### src/design/ssac_pkg.sv
// ----------------------------------------------------------------------------
// ssac_pkg
// Shared types and constants for the stream sequence anomaly checker.
// ----------------------------------------------------------------------------
`default_nettype none

package ssac_pkg;

  // Field widths.
  localparam int SRC_W    = 6;
  localparam int SCHEMA_W = 16;
  localparam int SEQ_W    = 32;
  localparam int TIME_W   = 63;
  localparam int LIMIT_W  = 31;
  localparam int AGE_W    = 45;
  localparam int KIND_W   = 3;
  localparam int DATA_W   = 32;
  localparam int PADDR_W  = 4;

  // Nanoseconds to milliseconds: divide by 2^6, then by 15625 (2^6 * 15625 = 10^6).
  localparam int DIV_SHIFT  = 6;
  localparam int REM_W      = 14;
  localparam logic [REM_W:0] DIV_DIVISOR = 15'd15625;
  localparam int DIV_DIGIT  = 4;
  localparam int DIVIDEND_W = 60;
  localparam int DIV_STEPS  = DIVIDEND_W / DIV_DIGIT;
  localparam int DIV_CNT_W  = $clog2(DIV_STEPS);
  localparam int QUO_W      = 44;

  // Event kinds.
  typedef enum logic [KIND_W-1:0] {
    KIND_SCHEMA       = 3'd0,
    KIND_STALE        = 3'd1,
    KIND_FUTURE       = 3'd2,
    KIND_DUPLICATE    = 3'd3,
    KIND_OUT_OF_ORDER = 3'd4,
    KIND_GAP          = 3'd5
  } kind_e;

  // Register word indexes on the configuration port.
  typedef enum logic [1:0] {
    REG_EXPECTED_SCHEMA = 2'd0,
    REG_MAX_AGE         = 2'd1,
    REG_MAX_SKEW        = 2'd2
  } reg_addr_e;

  // Controller states.
  typedef enum logic [1:0] {
    ST_IDLE,
    ST_DIVIDE,
    ST_EVAL,
    ST_EMIT
  } ctrl_state_e;

  // Controller to datapath commands.
  typedef struct packed {
    logic accept;
    logic div_step;
    logic eval;
    logic emit;
  } ssac_cmd_t;

  // Datapath to controller status.
  typedef struct packed {
    logic pend_any;
    logic pend_last;
    logic out_free;
  } ssac_stat_t;

endpackage

`default_nettype wire

### src/design/stream_sequence_anomaly_check.sv
// A sample steps through the divide, evaluate and emit states before its first event is valid.
// A new sample is accepted only once the previous one has emitted all its events (or found none);
// the 15-step millisecond divider computes four quotient bits per cycle.
// A clear request completes at intake. Events leave one per cycle through the output
// register unless out_ready_i stalls it. Reset loads the register defaults and marks every
// source unseen at once, with no clearing pass; the stored last sequences are not reset.
// ----------------------------------------------------------------------------
// stream_sequence_anomaly_check
// Per-source sequence gap, duplicate and out-of-order detection with schema and timestamp
// freshness checks on telemetry sample headers.
// ----------------------------------------------------------------------------
`default_nettype none

module stream_sequence_anomaly_check #(
  parameter int NUM_SOURCES = 64
) (
  input  wire logic                                clk_i,
  input  wire logic                                rst_ni,
  // Configuration port.
  input  wire logic                                psel,
  input  wire logic                                penable,
  input  wire logic                                pwrite,
  input  wire logic [ssac_pkg::PADDR_W-1:0]        paddr,
  input  wire logic [ssac_pkg::DATA_W-1:0]         pwdata,
  output logic [ssac_pkg::DATA_W-1:0]              prdata,
  output logic                                     pready,
  // Sample requests.
  input  wire logic                                in_valid_i,
  output logic                                     in_ready_o,
  input  wire logic                                mode_i,
  input  wire logic [ssac_pkg::SRC_W-1:0]          source_index_i,
  input  wire logic [ssac_pkg::SCHEMA_W-1:0]       schema_version_i,
  input  wire logic [ssac_pkg::SEQ_W-1:0]          sequence_req_i,
  input  wire logic [ssac_pkg::TIME_W-1:0]         source_time_ns_i,
  input  wire logic [ssac_pkg::TIME_W-1:0]         now_time_ns_i,
  // Anomaly events.
  output logic                                     out_valid_o,
  input  wire logic                                out_ready_i,
  output logic [ssac_pkg::KIND_W-1:0]              kind_o,
  output logic [ssac_pkg::SRC_W-1:0]               event_source_o,
  output logic [ssac_pkg::SEQ_W-1:0]               event_sequence_o,
  output logic [ssac_pkg::SEQ_W-1:0]               missing_count_o,
  output logic signed [ssac_pkg::AGE_W-1:0]        age_ms_o,
  output logic                                     last_event_o
);

  logic [ssac_pkg::SCHEMA_W-1:0] expected_schema_q;
  logic [ssac_pkg::LIMIT_W-1:0]  max_age_ms_q;
  logic [ssac_pkg::LIMIT_W-1:0]  max_future_skew_ms_q;
  logic                          cfg_wr;
  ssac_pkg::reg_addr_e           cfg_addr;
  ssac_pkg::ssac_cmd_t           cmd;
  ssac_pkg::ssac_stat_t          stat;

  assign pready   = 1'b1;
  assign cfg_wr   = psel && penable && pwrite;
  assign cfg_addr = ssac_pkg::reg_addr_e'(paddr[3:2]);

  // Configuration registers.
  always_ff @(posedge clk_i or negedge rst_ni) begin
    if (!rst_ni) begin
      expected_schema_q    <= ssac_pkg::SCHEMA_W'(1);
      max_age_ms_q         <= ssac_pkg::LIMIT_W'(1000);
      max_future_skew_ms_q <= ssac_pkg::LIMIT_W'(100);
    end else if (cfg_wr) begin
      case (cfg_addr)
        ssac_pkg::REG_EXPECTED_SCHEMA: expected_schema_q <= pwdata[ssac_pkg::SCHEMA_W-1:0];
        ssac_pkg::REG_MAX_AGE:         max_age_ms_q <= pwdata[ssac_pkg::LIMIT_W-1:0];
        ssac_pkg::REG_MAX_SKEW:        max_future_skew_ms_q <= pwdata[ssac_pkg::LIMIT_W-1:0];
        default: begin
        end
      endcase
    end
  end

  // Register read-back.
  always_comb begin
    case (cfg_addr)
      ssac_pkg::REG_EXPECTED_SCHEMA: prdata = ssac_pkg::DATA_W'(expected_schema_q);
      ssac_pkg::REG_MAX_AGE:         prdata = ssac_pkg::DATA_W'(max_age_ms_q);
      ssac_pkg::REG_MAX_SKEW:        prdata = ssac_pkg::DATA_W'(max_future_skew_ms_q);
      default:                       prdata = '0;
    endcase
  end

  // Sequencing controller.
  ssac_ctrl u_ctrl (
    .clk_i      (clk_i),
    .rst_ni     (rst_ni),
    .in_valid_i (in_valid_i),
    .mode_i     (mode_i),
    .in_ready_o (in_ready_o),
    .stat_i     (stat),
    .cmd_o      (cmd)
  );

  // Datapath.
  ssac_dp #(
    .NUM_SOURCES (NUM_SOURCES)
  ) u_dp (
    .clk_i                (clk_i),
    .rst_ni               (rst_ni),
    .cmd_i                (cmd),
    .stat_o               (stat),
    .expected_schema_i    (expected_schema_q),
    .max_age_ms_i         (max_age_ms_q),
    .max_future_skew_ms_i (max_future_skew_ms_q),
    .mode_i               (mode_i),
    .source_index_i       (source_index_i),
    .schema_version_i     (schema_version_i),
    .sequence_req_i       (sequence_req_i),
    .source_time_ns_i     (source_time_ns_i),
    .now_time_ns_i        (now_time_ns_i),
    .out_valid_o          (out_valid_o),
    .out_ready_i          (out_ready_i),
    .kind_o               (kind_o),
    .event_source_o       (event_source_o),
    .event_sequence_o     (event_sequence_o),
    .missing_count_o      (missing_count_o),
    .age_ms_o             (age_ms_o),
    .last_event_o         (last_event_o)
  );

endmodule

`default_nettype wire

### src/design/ssac_ctrl.sv
// ----------------------------------------------------------------------------
// ssac_ctrl
// Sequencing state machine: request intake, divider steps, evaluation and
// one event per cycle toward the output register while it is free.
// ----------------------------------------------------------------------------
`default_nettype none

module ssac_ctrl (
  input  wire logic                 clk_i,
  input  wire logic                 rst_ni,
  input  wire logic                 in_valid_i,
  input  wire logic                 mode_i,
  output logic                      in_ready_o,
  input  wire ssac_pkg::ssac_stat_t stat_i,
  output ssac_pkg::ssac_cmd_t       cmd_o
);

  ssac_pkg::ctrl_state_e             state_q, state_d;
  logic [ssac_pkg::DIV_CNT_W-1:0]    cnt_q, cnt_d;

  // State and step counter registers.
  always_ff @(posedge clk_i or negedge rst_ni) begin
    if (!rst_ni) begin
      state_q <= ssac_pkg::ST_IDLE;
      cnt_q   <= '0;
    end else begin
      state_q <= state_d;
      cnt_q   <= cnt_d;
    end
  end

  // Next state and commands.
  always_comb begin
    state_d    = state_q;
    cnt_d      = cnt_q;
    in_ready_o = 1'b0;
    cmd_o      = '0;
    case (state_q)
      ssac_pkg::ST_IDLE: begin
        in_ready_o   = 1'b1;
        cmd_o.accept = in_valid_i;
        // A clear request finishes in the accept cycle.
        if (in_valid_i && !mode_i) begin
          state_d = ssac_pkg::ST_DIVIDE;
          cnt_d   = '0;
        end
      end
      ssac_pkg::ST_DIVIDE: begin
        cmd_o.div_step = 1'b1;
        if (cnt_q == ssac_pkg::DIV_CNT_W'(ssac_pkg::DIV_STEPS - 1)) begin
          state_d = ssac_pkg::ST_EVAL;
        end else begin
          cnt_d = cnt_q + 1'b1;
        end
      end
      ssac_pkg::ST_EVAL: begin
        cmd_o.eval = 1'b1;
        state_d    = ssac_pkg::ST_EMIT;
      end
      ssac_pkg::ST_EMIT: begin
        if (!stat_i.pend_any) begin
          state_d = ssac_pkg::ST_IDLE;
        end else if (stat_i.out_free) begin
          cmd_o.emit = 1'b1;
          if (stat_i.pend_last) begin
            state_d = ssac_pkg::ST_IDLE;
          end
        end
      end
      default: begin
        state_d = ssac_pkg::ST_IDLE;
      end
    endcase
  end

endmodule

`default_nettype wire

### src/design/ssac_dp.sv
// ----------------------------------------------------------------------------
// ssac_dp
// Datapath: sample capture, nanosecond-to-millisecond divider, per-source
// sequence table, event evaluation and the output register.
// ----------------------------------------------------------------------------
`default_nettype none

module ssac_dp #(
  parameter int NUM_SOURCES = 64
) (
  input  wire logic                                clk_i,
  input  wire logic                                rst_ni,
  input  wire ssac_pkg::ssac_cmd_t                 cmd_i,
  output ssac_pkg::ssac_stat_t                     stat_o,
  input  wire logic [ssac_pkg::SCHEMA_W-1:0]       expected_schema_i,
  input  wire logic [ssac_pkg::LIMIT_W-1:0]        max_age_ms_i,
  input  wire logic [ssac_pkg::LIMIT_W-1:0]        max_future_skew_ms_i,
  input  wire logic                                mode_i,
  input  wire logic [ssac_pkg::SRC_W-1:0]          source_index_i,
  input  wire logic [ssac_pkg::SCHEMA_W-1:0]       schema_version_i,
  input  wire logic [ssac_pkg::SEQ_W-1:0]          sequence_req_i,
  input  wire logic [ssac_pkg::TIME_W-1:0]         source_time_ns_i,
  input  wire logic [ssac_pkg::TIME_W-1:0]         now_time_ns_i,
  output logic                                     out_valid_o,
  input  wire logic                                out_ready_i,
  output logic [ssac_pkg::KIND_W-1:0]              kind_o,
  output logic [ssac_pkg::SRC_W-1:0]               event_source_o,
  output logic [ssac_pkg::SEQ_W-1:0]               event_sequence_o,
  output logic [ssac_pkg::SEQ_W-1:0]               missing_count_o,
  output logic signed [ssac_pkg::AGE_W-1:0]        age_ms_o,
  output logic                                     last_event_o
);

  // Only indexes below 64 are reachable through the source field.
  localparam int Depth = (NUM_SOURCES < 64) ? NUM_SOURCES : 64;
  localparam int IdxW  = (Depth > 1) ? $clog2(Depth) : 1;

  // Request capture.
  logic [ssac_pkg::SRC_W-1:0]      src_q;
  logic [ssac_pkg::SEQ_W-1:0]      seq_q;
  logic [IdxW-1:0]                 idx_q;
  logic                            in_table_q;
  logic                            schema_mis_q;
  logic                            neg_q;
  logic [IdxW-1:0]                 idx_in;
  logic                            in_table_in;
  logic                            neg_in;
  logic [ssac_pkg::TIME_W-1:0]     fwd_diff;
  logic [ssac_pkg::TIME_W-1:0]     rev_diff;
  logic [ssac_pkg::TIME_W-1:0]     mag_in;

  // Divider.
  logic [ssac_pkg::REM_W-1:0]      rem_q, rem_v;
  logic [ssac_pkg::DIVIDEND_W-1:0] sh_q, sh_v;
  logic [ssac_pkg::REM_W:0]        trial;

  // Sequence table.
  logic [Depth-1:0]                seen_q;
  logic [ssac_pkg::SEQ_W-1:0]      last_seq_mem [Depth];
  logic [ssac_pkg::SEQ_W-1:0]      last_rd_q;
  logic                            seen_rd_q;
  logic                            tbl_we;

  // Evaluation.
  logic [ssac_pkg::QUO_W-1:0]      quo;
  logic [ssac_pkg::AGE_W-1:0]      age_mag;
  logic                            stale;
  logic                            future;
  logic                            seq_dup;
  logic                            seq_lt;
  logic                            seq_gap;
  logic [ssac_pkg::SEQ_W-1:0]      seq_missing;
  logic                            seq_chk;
  logic signed [ssac_pkg::AGE_W-1:0] age_q;
  logic [ssac_pkg::SEQ_W-1:0]      miss_q;
  ssac_pkg::kind_e                 age_kind_q;
  ssac_pkg::kind_e                 seq_kind_q;
  logic [2:0]                      pend_q;
  logic [2:0]                      pend_after;

  // Output register.
  logic                            out_valid_q;
  ssac_pkg::kind_e                 kind_q;
  logic [ssac_pkg::SEQ_W-1:0]      miss_out_q;
  logic signed [ssac_pkg::AGE_W-1:0] age_out_q;
  logic                            last_q;
  logic [ssac_pkg::SRC_W-1:0]      src_out_q;
  logic [ssac_pkg::SEQ_W-1:0]      seq_out_q;
  ssac_pkg::kind_e                 ev_kind;
  logic [ssac_pkg::SEQ_W-1:0]      ev_miss;
  logic signed [ssac_pkg::AGE_W-1:0] ev_age;

  // Table index and absolute time difference of the incoming request.
  assign idx_in      = source_index_i[IdxW-1:0];
  assign in_table_in = (32'(source_index_i) < 32'(NUM_SOURCES));
  assign neg_in      = (now_time_ns_i < source_time_ns_i);
  assign fwd_diff    = now_time_ns_i - source_time_ns_i;
  assign rev_diff    = source_time_ns_i - now_time_ns_i;
  assign mag_in      = neg_in ? rev_diff : fwd_diff;

  // Captured request fields and divider registers.
  always_ff @(posedge clk_i) begin
    if (cmd_i.accept) begin
      src_q        <= source_index_i;
      seq_q        <= sequence_req_i;
      idx_q        <= idx_in;
      in_table_q   <= in_table_in;
      schema_mis_q <= (schema_version_i != expected_schema_i);
      neg_q        <= neg_in;
      rem_q        <= '0;
      sh_q         <= ssac_pkg::DIVIDEND_W'(mag_in[ssac_pkg::TIME_W-1:ssac_pkg::DIV_SHIFT]);
    end else if (cmd_i.div_step) begin
      rem_q <= rem_v;
      sh_q  <= sh_v;
    end
  end

  // Restoring division by 15625, four quotient bits per step.
  always_comb begin
    rem_v = rem_q;
    sh_v  = sh_q;
    trial = '0;
    for (int k = 0; k < ssac_pkg::DIV_DIGIT; k++) begin
      trial = {rem_v, sh_v[ssac_pkg::DIVIDEND_W-1]};
      sh_v  = {sh_v[ssac_pkg::DIVIDEND_W-2:0], 1'b0};
      if (trial >= ssac_pkg::DIV_DIVISOR) begin
        rem_v   = ssac_pkg::REM_W'(trial - ssac_pkg::DIV_DIVISOR);
        sh_v[0] = 1'b1;
      end else begin
        rem_v = trial[ssac_pkg::REM_W-1:0];
      end
    end
  end

  // Seen flags: cleared at reset and by clear requests, set on table update.
  always_ff @(posedge clk_i or negedge rst_ni) begin
    if (!rst_ni) begin
      seen_q    <= '0;
      seen_rd_q <= 1'b0;
    end else begin
      if (cmd_i.accept) begin
        seen_rd_q <= in_table_in & seen_q[idx_in];
        if (mode_i && in_table_in) begin
          seen_q[idx_in] <= 1'b0;
        end
      end
      if (tbl_we) begin
        seen_q[idx_q] <= 1'b1;
      end
    end
  end

  // Last sequence memory, registered read at request intake.
  always_ff @(posedge clk_i) begin
    if (tbl_we) begin
      last_seq_mem[idx_q] <= seq_q;
    end
    if (cmd_i.accept) begin
      last_rd_q <= last_seq_mem[idx_in];
    end
  end

  // Age and sequence checks.
  assign quo         = sh_q[ssac_pkg::QUO_W-1:0];
  assign age_mag     = {1'b0, quo};
  assign stale       = !neg_q && (quo > ssac_pkg::QUO_W'(max_age_ms_i));
  assign future      = neg_q && (quo > ssac_pkg::QUO_W'(max_future_skew_ms_i));
  assign seq_dup     = (seq_q == last_rd_q);
  assign seq_lt      = (seq_q < last_rd_q);
  assign seq_missing = seq_q + ~last_rd_q;
  assign seq_gap     = !seq_dup && !seq_lt && (seq_missing != '0);
  assign seq_chk     = in_table_q && seen_rd_q;
  assign tbl_we      = cmd_i.eval && in_table_q && (!seen_rd_q || (!seq_dup && !seq_lt));

  // Evaluation results.
  always_ff @(posedge clk_i) begin
    if (cmd_i.eval) begin
      age_q      <= neg_q ? $signed(-age_mag) : $signed(age_mag);
      miss_q     <= seq_gap ? seq_missing : '0;
      age_kind_q <= stale ? ssac_pkg::KIND_STALE : ssac_pkg::KIND_FUTURE;
      seq_kind_q <= seq_dup ? ssac_pkg::KIND_DUPLICATE :
                    (seq_lt ? ssac_pkg::KIND_OUT_OF_ORDER : ssac_pkg::KIND_GAP);
    end
  end

  // Pending events, lowest bit goes first.
  assign pend_after = pend_q & (pend_q - 3'd1);

  always_ff @(posedge clk_i or negedge rst_ni) begin
    if (!rst_ni) begin
      pend_q <= '0;
    end else if (cmd_i.eval) begin
      pend_q <= {seq_chk && (seq_dup || seq_lt || seq_gap), stale || future, schema_mis_q};
    end else if (cmd_i.emit) begin
      pend_q <= pend_after;
    end
  end

  // Fields of the next event to leave.
  always_comb begin
    if (pend_q[0]) begin
      ev_kind = ssac_pkg::KIND_SCHEMA;
      ev_miss = '0;
      ev_age  = '0;
    end else if (pend_q[1]) begin
      ev_kind = age_kind_q;
      ev_miss = '0;
      ev_age  = age_q;
    end else begin
      ev_kind = seq_kind_q;
      ev_miss = miss_q;
      ev_age  = age_q;
    end
  end

  // Output register valid.
  always_ff @(posedge clk_i or negedge rst_ni) begin
    if (!rst_ni) begin
      out_valid_q <= 1'b0;
    end else if (cmd_i.emit) begin
      out_valid_q <= 1'b1;
    end else if (out_ready_i) begin
      out_valid_q <= 1'b0;
    end
  end

  // Output register payload.
  always_ff @(posedge clk_i) begin
    if (cmd_i.emit) begin
      kind_q     <= ev_kind;
      miss_out_q <= ev_miss;
      age_out_q  <= ev_age;
      last_q     <= (pend_after == '0);
      src_out_q  <= src_q;
      seq_out_q  <= seq_q;
    end
  end

  assign stat_o.pend_any  = (pend_q != '0);
  assign stat_o.pend_last = (pend_q != '0) && (pend_after == '0);
  assign stat_o.out_free  = !out_valid_q || out_ready_i;

  assign out_valid_o      = out_valid_q;
  assign kind_o           = kind_q;
  assign event_source_o   = src_out_q;
  assign event_sequence_o = seq_out_q;
  assign missing_count_o  = miss_out_q;
  assign age_ms_o         = age_out_q;
  assign last_event_o     = last_q;

endmodule

`default_nettype wire
### config.mk
export PLATFORM = sky130hd
export DESIGN_NAME = stream_sequence_anomaly_check
export DESIGN_NICKNAME = d
export VERILOG_FILES = /design/src/design/ssac_pkg.sv /design/src/design/stream_sequence_anomaly_check.sv /design/src/design/ssac_ctrl.sv /design/src/design/ssac_dp.sv
export SDC_FILE = /design/constraint.sdc
export NUM_CORES = 2
export LEC_CHECK = 0
export BUFFER_PORTS_ARGS = -buffer_cell sky130_fd_sc_hd__buf_4
export CELL_PAD_IN_SITES_DETAIL_PLACEMENT = 1
export CELL_PAD_IN_SITES_GLOBAL_PLACEMENT = 1
export CORE_AREA = 2 2 488 490
export CTS_CLUSTER_DIAMETER = 30
export DETAILED_ROUTE_END_ITERATION = 8
export DIE_AREA = 0 0 490 492
export HOLD_SLACK_MARGIN = 0.12
export MAX_ROUTING_LAYER = met4
export PLACE_DENSITY = 0.79
export SLEW_MARGIN = 40
export SYNTH_ARGS = -nofsm -noshare
export SYNTH_HDL_FRONTEND = slang
export SYNTH_SLANG_ARGS = --single-unit
### constraint.sdc
create_clock -name clk_i -period 13.09 [get_ports clk_i]
set_input_delay 1.309 -clock clk_i [delete_from_list [all_inputs] [get_ports clk_i]]
set_output_delay 1.309 -clock clk_i [all_outputs]
set_load 0.01 [all_outputs]
# == After elaboration in Yosys (flattened, before gate mapping) ==
# Memories as Yosys holds them, arrays and structs flattened. A register that Yosys moved wholly into a read port is not among the register bits.
# Cells that the tools add are included.
# Widths: inputs -> output; s select.
# word_totals
register_bits,469
latch_bits,0
ram_bits,2048
romBits,0
input_bits,224
output_inout_bits,154
elab_cells,153
memories,1
# mem_list
memory,words,word_bits,rd,rd_clocked_by_memory_dff,wr,line_no,source
u_dp.last_seq_mem,64,32,1,1,1,ssac_dp.sv:59,logic [ssac_pkg::SEQ_W-1:0] last_seq_mem [Depth];
# op_classes
n_addsub,10
n_mul,0
div,0
order_cmp,12
eq_ne,13
shift,0
muxes,47
bitwise_logic,5
reduce_logical,38
# op_table
cell,count
$mux 64,3
$sub 63x63->63,2
$mux 57,2
$pmux 31 s3,1
$gt 44x31->1,2
$and 64x64->64,1
$not 64->64,1
$or 64x64->64,1
$lt 63x63->1,1
$mux 63,1
$ge 15x14->1 const B,4
$mux 14,4
$sub 14x14->14 const B,4
$neg 44->45,1
$mux 44,1
$add 32x32->32,1
$eq 32x32->1,1
$lt 32x32->1,1
$not 32->32,1
$reduce_bool 32->1,1
$mux 1,19
$ne 16x16->1,1
$lt 6x7->1 const B,2
$demux 1 s6,2
27 further kinds,67

# == Depth between registers and ports, before layout ==
# logic_depth
depth_word,10
depth_mapped,30
ltp_nobuf,26

# == Hierarchy ==
# Synthesis repeated with hierarchy kept, for this count alone.
# hier_totals
hier_cells,7461
hier_area_um2,110053.0
# by_module_without_submodules
mod,instances,cells_each,area_each_um2,seq_area_each_um2
ssac_dp,1,7166,106068.0,73475.5
stream_sequence_anomaly_check,1,245,3474.6,1964.4
ssac_ctrl,1,50,510.5,150.1

# == Least setup slack after synthesis ==
# OpenSTA, ideal clock, no wires.
# synth_timing
path_kind,register to register
start,register u_ctrl.state_q[0]
end,"memory u_dp.last_seq_mem[7][0] in the netlist's numbering, enable pin"
setup_ns,0.462
arrival_ns,5.658
slack_ns,6.969
path_stages_with_launch,7
n_path_buf,0
cell_sequence,dfrtp_1 > inv_1 > ha_1 > a21boi_0 > nor2b_1 > nand4_1 > nor3_1
# synth_between
elab_chain_cells,5
# synth_lines
item,line_no,source
"start, declared",ssac_ctrl.sv:18,"ssac_pkg::ctrl_state_e state_q, state_d;"
"start signal, assigned",ssac_ctrl.sv:24,state_q <= ssac_pkg::ST_IDLE;
"start signal, assigned",ssac_ctrl.sv:27,state_q <= state_d;
$eq 2x2->1,ssac_ctrl.sv:38,case (state_q)
$mux 1,ssac_ctrl.sv:38,
$logic_and 1x1->1,ssac_dp.sv:173,assign tbl_we = cmd_i.eval && in_table_q && (!seen_rd_q || (!seq_dup && !seq_lt));
$mux 1,ssac_dp.sv:155,if (tbl_we) begin
$mux 1 (not written as such),ssac_dp.sv:156,last_seq_mem[idx_q] <= seq_q;
"end, declared",ssac_dp.sv:59,
# Every way passes these cells.

# == Worst setup path after layout ==
# layout_timing
start,input port source_time_ns_i[1] in the netlist's numbering
end,"register u_dp.sh_q[34] in the netlist's numbering, data pin"
# layout_between
elab_chain_cells,3
# layout_lines
item,line_no,source
"start, declared",stream_sequence_anomaly_check.sv:34,"input wire logic [ssac_pkg::TIME_W-1:0] source_time_ns_i,"
$sub 63x63->63 (tied with other cells),ssac_dp.sv:97,assign fwd_diff = now_time_ns_i - source_time_ns_i;
$mux 63 (*),ssac_dp.sv:99,assign mag_in = neg_in ? rev_diff : fwd_diff;
$mux 57 (*),ssac_dp.sv:103,if (cmd_i.accept) begin
"end signal, assigned",ssac_dp.sv:111,sh_q <= ssac_pkg::DIVIDEND_W'(mag_in[ssac_pkg::TIME_W-1:ssac_pkg::DIV_SHIFT]);
"end signal, assigned",ssac_dp.sv:114,sh_q <= sh_v;
"end, declared",ssac_dp.sv:54,"logic [ssac_pkg::DIVIDEND_W-1:0] sh_q, sh_v;"
# Mark *: on every way between the ends. The rest lies on a longest branch, timed or not.
# A chain may end at the register's enable or synchronous reset.

==> metrics.cfg <==
[outcome]
outcome = finished, final reports clean

[synthesis]
ys_ff_latch = 2548
synth_edf_count = 2378
synth_top_cell_by_area = edfxtp_1
yosysWarnings = 0
ys_seq_area_frac = 0.716
syn_nets = 7656
async_flop_share = 0.0600
avgSynthCellArea_um2 = 14.7
synth_top_area_share = 0.676
netlist_area_mm2 = 0.106
syn_inst = 7198
ys.flop_type = edfxtp_1
synth_cell_types = 100
synth_top_cells_by_area = edfxtp_1 68%, a22oi_1 4.5%, dfrtp_1 3.4%, ha_1 2.8%, a22o_1 1.9%

[sta]
finClkSkew_ns = 0.131
fin_crit_ns = 7.48
hold_violations = 0
min_period_over_period = 0.571
finalSetupViolations = 0
rsz0062_at_grt = false
fin_hold_ws_ns = 0.353
slew_violations = 0
setup-tns-final_ns = 0
fmax_mhz = 134
finalWorstSetupSlack_ns = 5.61
tightest_slew_ns = 1.31
slew_headroom = 0.117

[finish]
finalNonFillerCells = 11322
area_delta_synth_final_pct = 21.1
final-seq-area_mm2 = 0.0756
fin_util = 0.541
drive_gt1_frac = 0.178
design_area_mm2 = 0.128
num-fill-cells = 22255
multi_input_area_mm2 = 0.0281
num-nets-final = 8222

[clocking]
clk_latency_ns = 1.05
ctsLongestPathBuffers = 4
path_clk_slew_ns = 0.06
root_buffer = clkbuf_16
numCtsBuffers = 430
tritoncts = built
cts_hold_buf = 0
cts.htree.levels = 5
post_cts_buffers = 0
ctsResizeCount = 0
clock-sinks = 2548

[place]
place_ws_ns = 4.81
routabilityCongestion = 0.936
placedCellCount = 10490
port_buffers = 372
place_area_mm2 = 0.113
dpl.hpwl_mm = 226

[worst_setup_path]
path_cells = buf_4 > inv_1 > ha_1 > a21o_1 > a21o_1 > a21o_1 > a21oi_1 > o21ai_0 > a32o_1 > o21ai_0 > a21oi_1 > o311ai_0 > o21ai_0 > a21o_1 > buf_4 > inv_2 > buf_4 > mux2_2 > a311oi_1 > o41ai_1 > xnor2_1 > o21ai_0
cp-start-kind = primary input
critical_path.endpoint_type = register
cp.arrival_ns = 8.12
path_class = primary input to register
path_max_fanout = 53
cpPeakStageDelay_ns = 0.66
slowest_stage = o311ai_0
crit_required_ns = 13.73

[worst_hold_path]
min_path_type = primary input to async pin

[die]
placementRows = 179
die-width_um = 490
fp.dieH_um = 492
io_pins = 378
start_util = 0.447
coreArea_mm2 = 0.236
die_area_mm2 = 0.241

[drt]
drt_wl_total_mm = 435
routed_via_density = 6.98
wire_per_inst_um = 38.4
drc = 0
drt_first_pass_iters = 7
num_vias = 79049
dr.first_iter.drc_count = 13864
ant_nets = 0

[pwr]
power.density_mw_per_mm2 = 215
ir_worst_vdd_v = 0.000152
cellLeakagePower_nw = 43.9
totalPowerFinal_mw = 27.5

[global_routing]
grt_pass1_wl_mm = 587
grt_usage = 0.346
grt_max_degree = 113
grt_pass1_vias = 79135
antenna_found_initial = 53
grt-ovfl-total = 0

[flow_run]
drv_cap = 0

==> cell usage in the layout (no fill, tap or decap), drive strengths merged, types with 138 or more instances in the layout <==
master,synthesis,final
a21oi,300,300
a221oi,222,222
a22o,229,229
a22oi,633,633
a31oi,236,236
buf,87,563
clkbuf,342,488
clkinv,3,138
dfrtp,143,143
edfxtp,2378,2378
ha,233,233
inv,285,324
nand2,303,303
nor2,233,233
o21ai,398,398
==> path summary, 6_finish.rpt <==
path	from	to	slack, ns	cells after the start
worst max-delay path	source_time_ns_i[1]	u_dp.sh_q[34]	5.61	22
worst min-delay path	rst_ni	max_future_skew_ms_q[1]	0.35	1
worst max register to register	u_dp.rem_q[0]	u_dp.rem_q[9]	5.68	22
worst min register to register	u_dp.seen_q[60]	u_dp.seen_q[60]	0.50	1
max in group asynchronous	rst_ni	u_dp.pend_q[0]	11.34	2
min in group clk_i	sequence_req_i[4]	u_dp.seq_q[4]	0.44	1
==> layer usage <==
metal / up-vias / wire (µm) / GRT usage
met4: 0 / 31700 / 0.191
met1: 39165 / 145000 / 0.419
li1: 29870 / - / -
met2: 7961 / 200000 / 0.533
met5: - / 0 / -
met3: 2053 / 58100 / 0.0862
==> critical path: cells and delay by family <==
family / cells / cell delay [ns]
XOR/XNOR: 1 / 0.37
adder cells (fa/ha/maj): 1 / 0.30
buffers and inverters: 5 / 1.53
AO/OA/AOI/OAI: 14 / 4.15
multiplexers: 1 / 0.40
==> state kept, by name, summed over array words and instances, names as in the netlist, 6 cells and up <==
| signal | cells |
|---|---|
| u_dp.seq_q | 32 |
| max_age_ms_q | 31 |
| u_dp.sh_q | 60 |
| u_dp.seen_q | 64 |
| u_dp.event_source_o | 6 |
| u_dp.last_seq_mem | 2048 |
| u_dp.age_q | 45 |
| expected_schema_q | 16 |
| u_dp.event_sequence_o | 32 |
| u_dp.missing_count_o | 32 |
| u_dp.last_rd_q | 32 |
| u_dp.age_ms_o | 45 |
| u_dp.rem_q | 14 |
| max_future_skew_ms_q | 31 |
| u_dp.src_q | 6 |
| u_dp.miss_q | 32 |
==> cell families after synthesis <==
| logic type | Yosys count | synth area share |
|---|---|---|
| DFF | 2548 | 0.716 |
| AOI/OAI and AO/OA | 2357 | 0.156 |
| other | 2 | 0.0000711 |
| xor gates and xnor gates | 189 | 0.0159 |
| and+or+nand+nor | 1087 | 0.0519 |
| adders and majority gates | 235 | 0.0279 |
| muxes | 63 | 0.00631 |
| buffers and inverters | 717 | 0.0258 |
==> synthesized netlist by cell type (64+ instances only) <==
cell / number
buf_1: 76
xnor2_1: 127
a22oi_1: 633
o21ai_0: 394
nand3_1: 64
a221oi_1: 221
ha_1: 233
a21oi_1: 298
nor2b_1: 78
clkbuf_1: 342
a21o_1: 117
nor2_1: 232
nand4_1: 106
edfxtp_1: 2378
dfrtp_1: 143
a31oi_1: 235
inv_1: 285
nand2_1: 303
a22o_1: 229
==> cell type report <==
type                    count  share of cell area
multi-input cells        3933               0.220
repair buffers            563              0.0354
diodes                     50            0.000978
inverters                 288             0.00853
clock buffers             488              0.0872
well taps                3167              0.0310
flip-flops and latches   2548               0.591
clock inverters           285              0.0261
==> power breakdown <==
| part | internal, mW | switching, mW |
|---|---|---|
| Clock | 7.31 | 4.51 |
| Combinational | 1.69 | 3.48 |
| Sequential | 9.90 | 0.618 |
No activity file was read; power rests on OpenSTA's default activity.
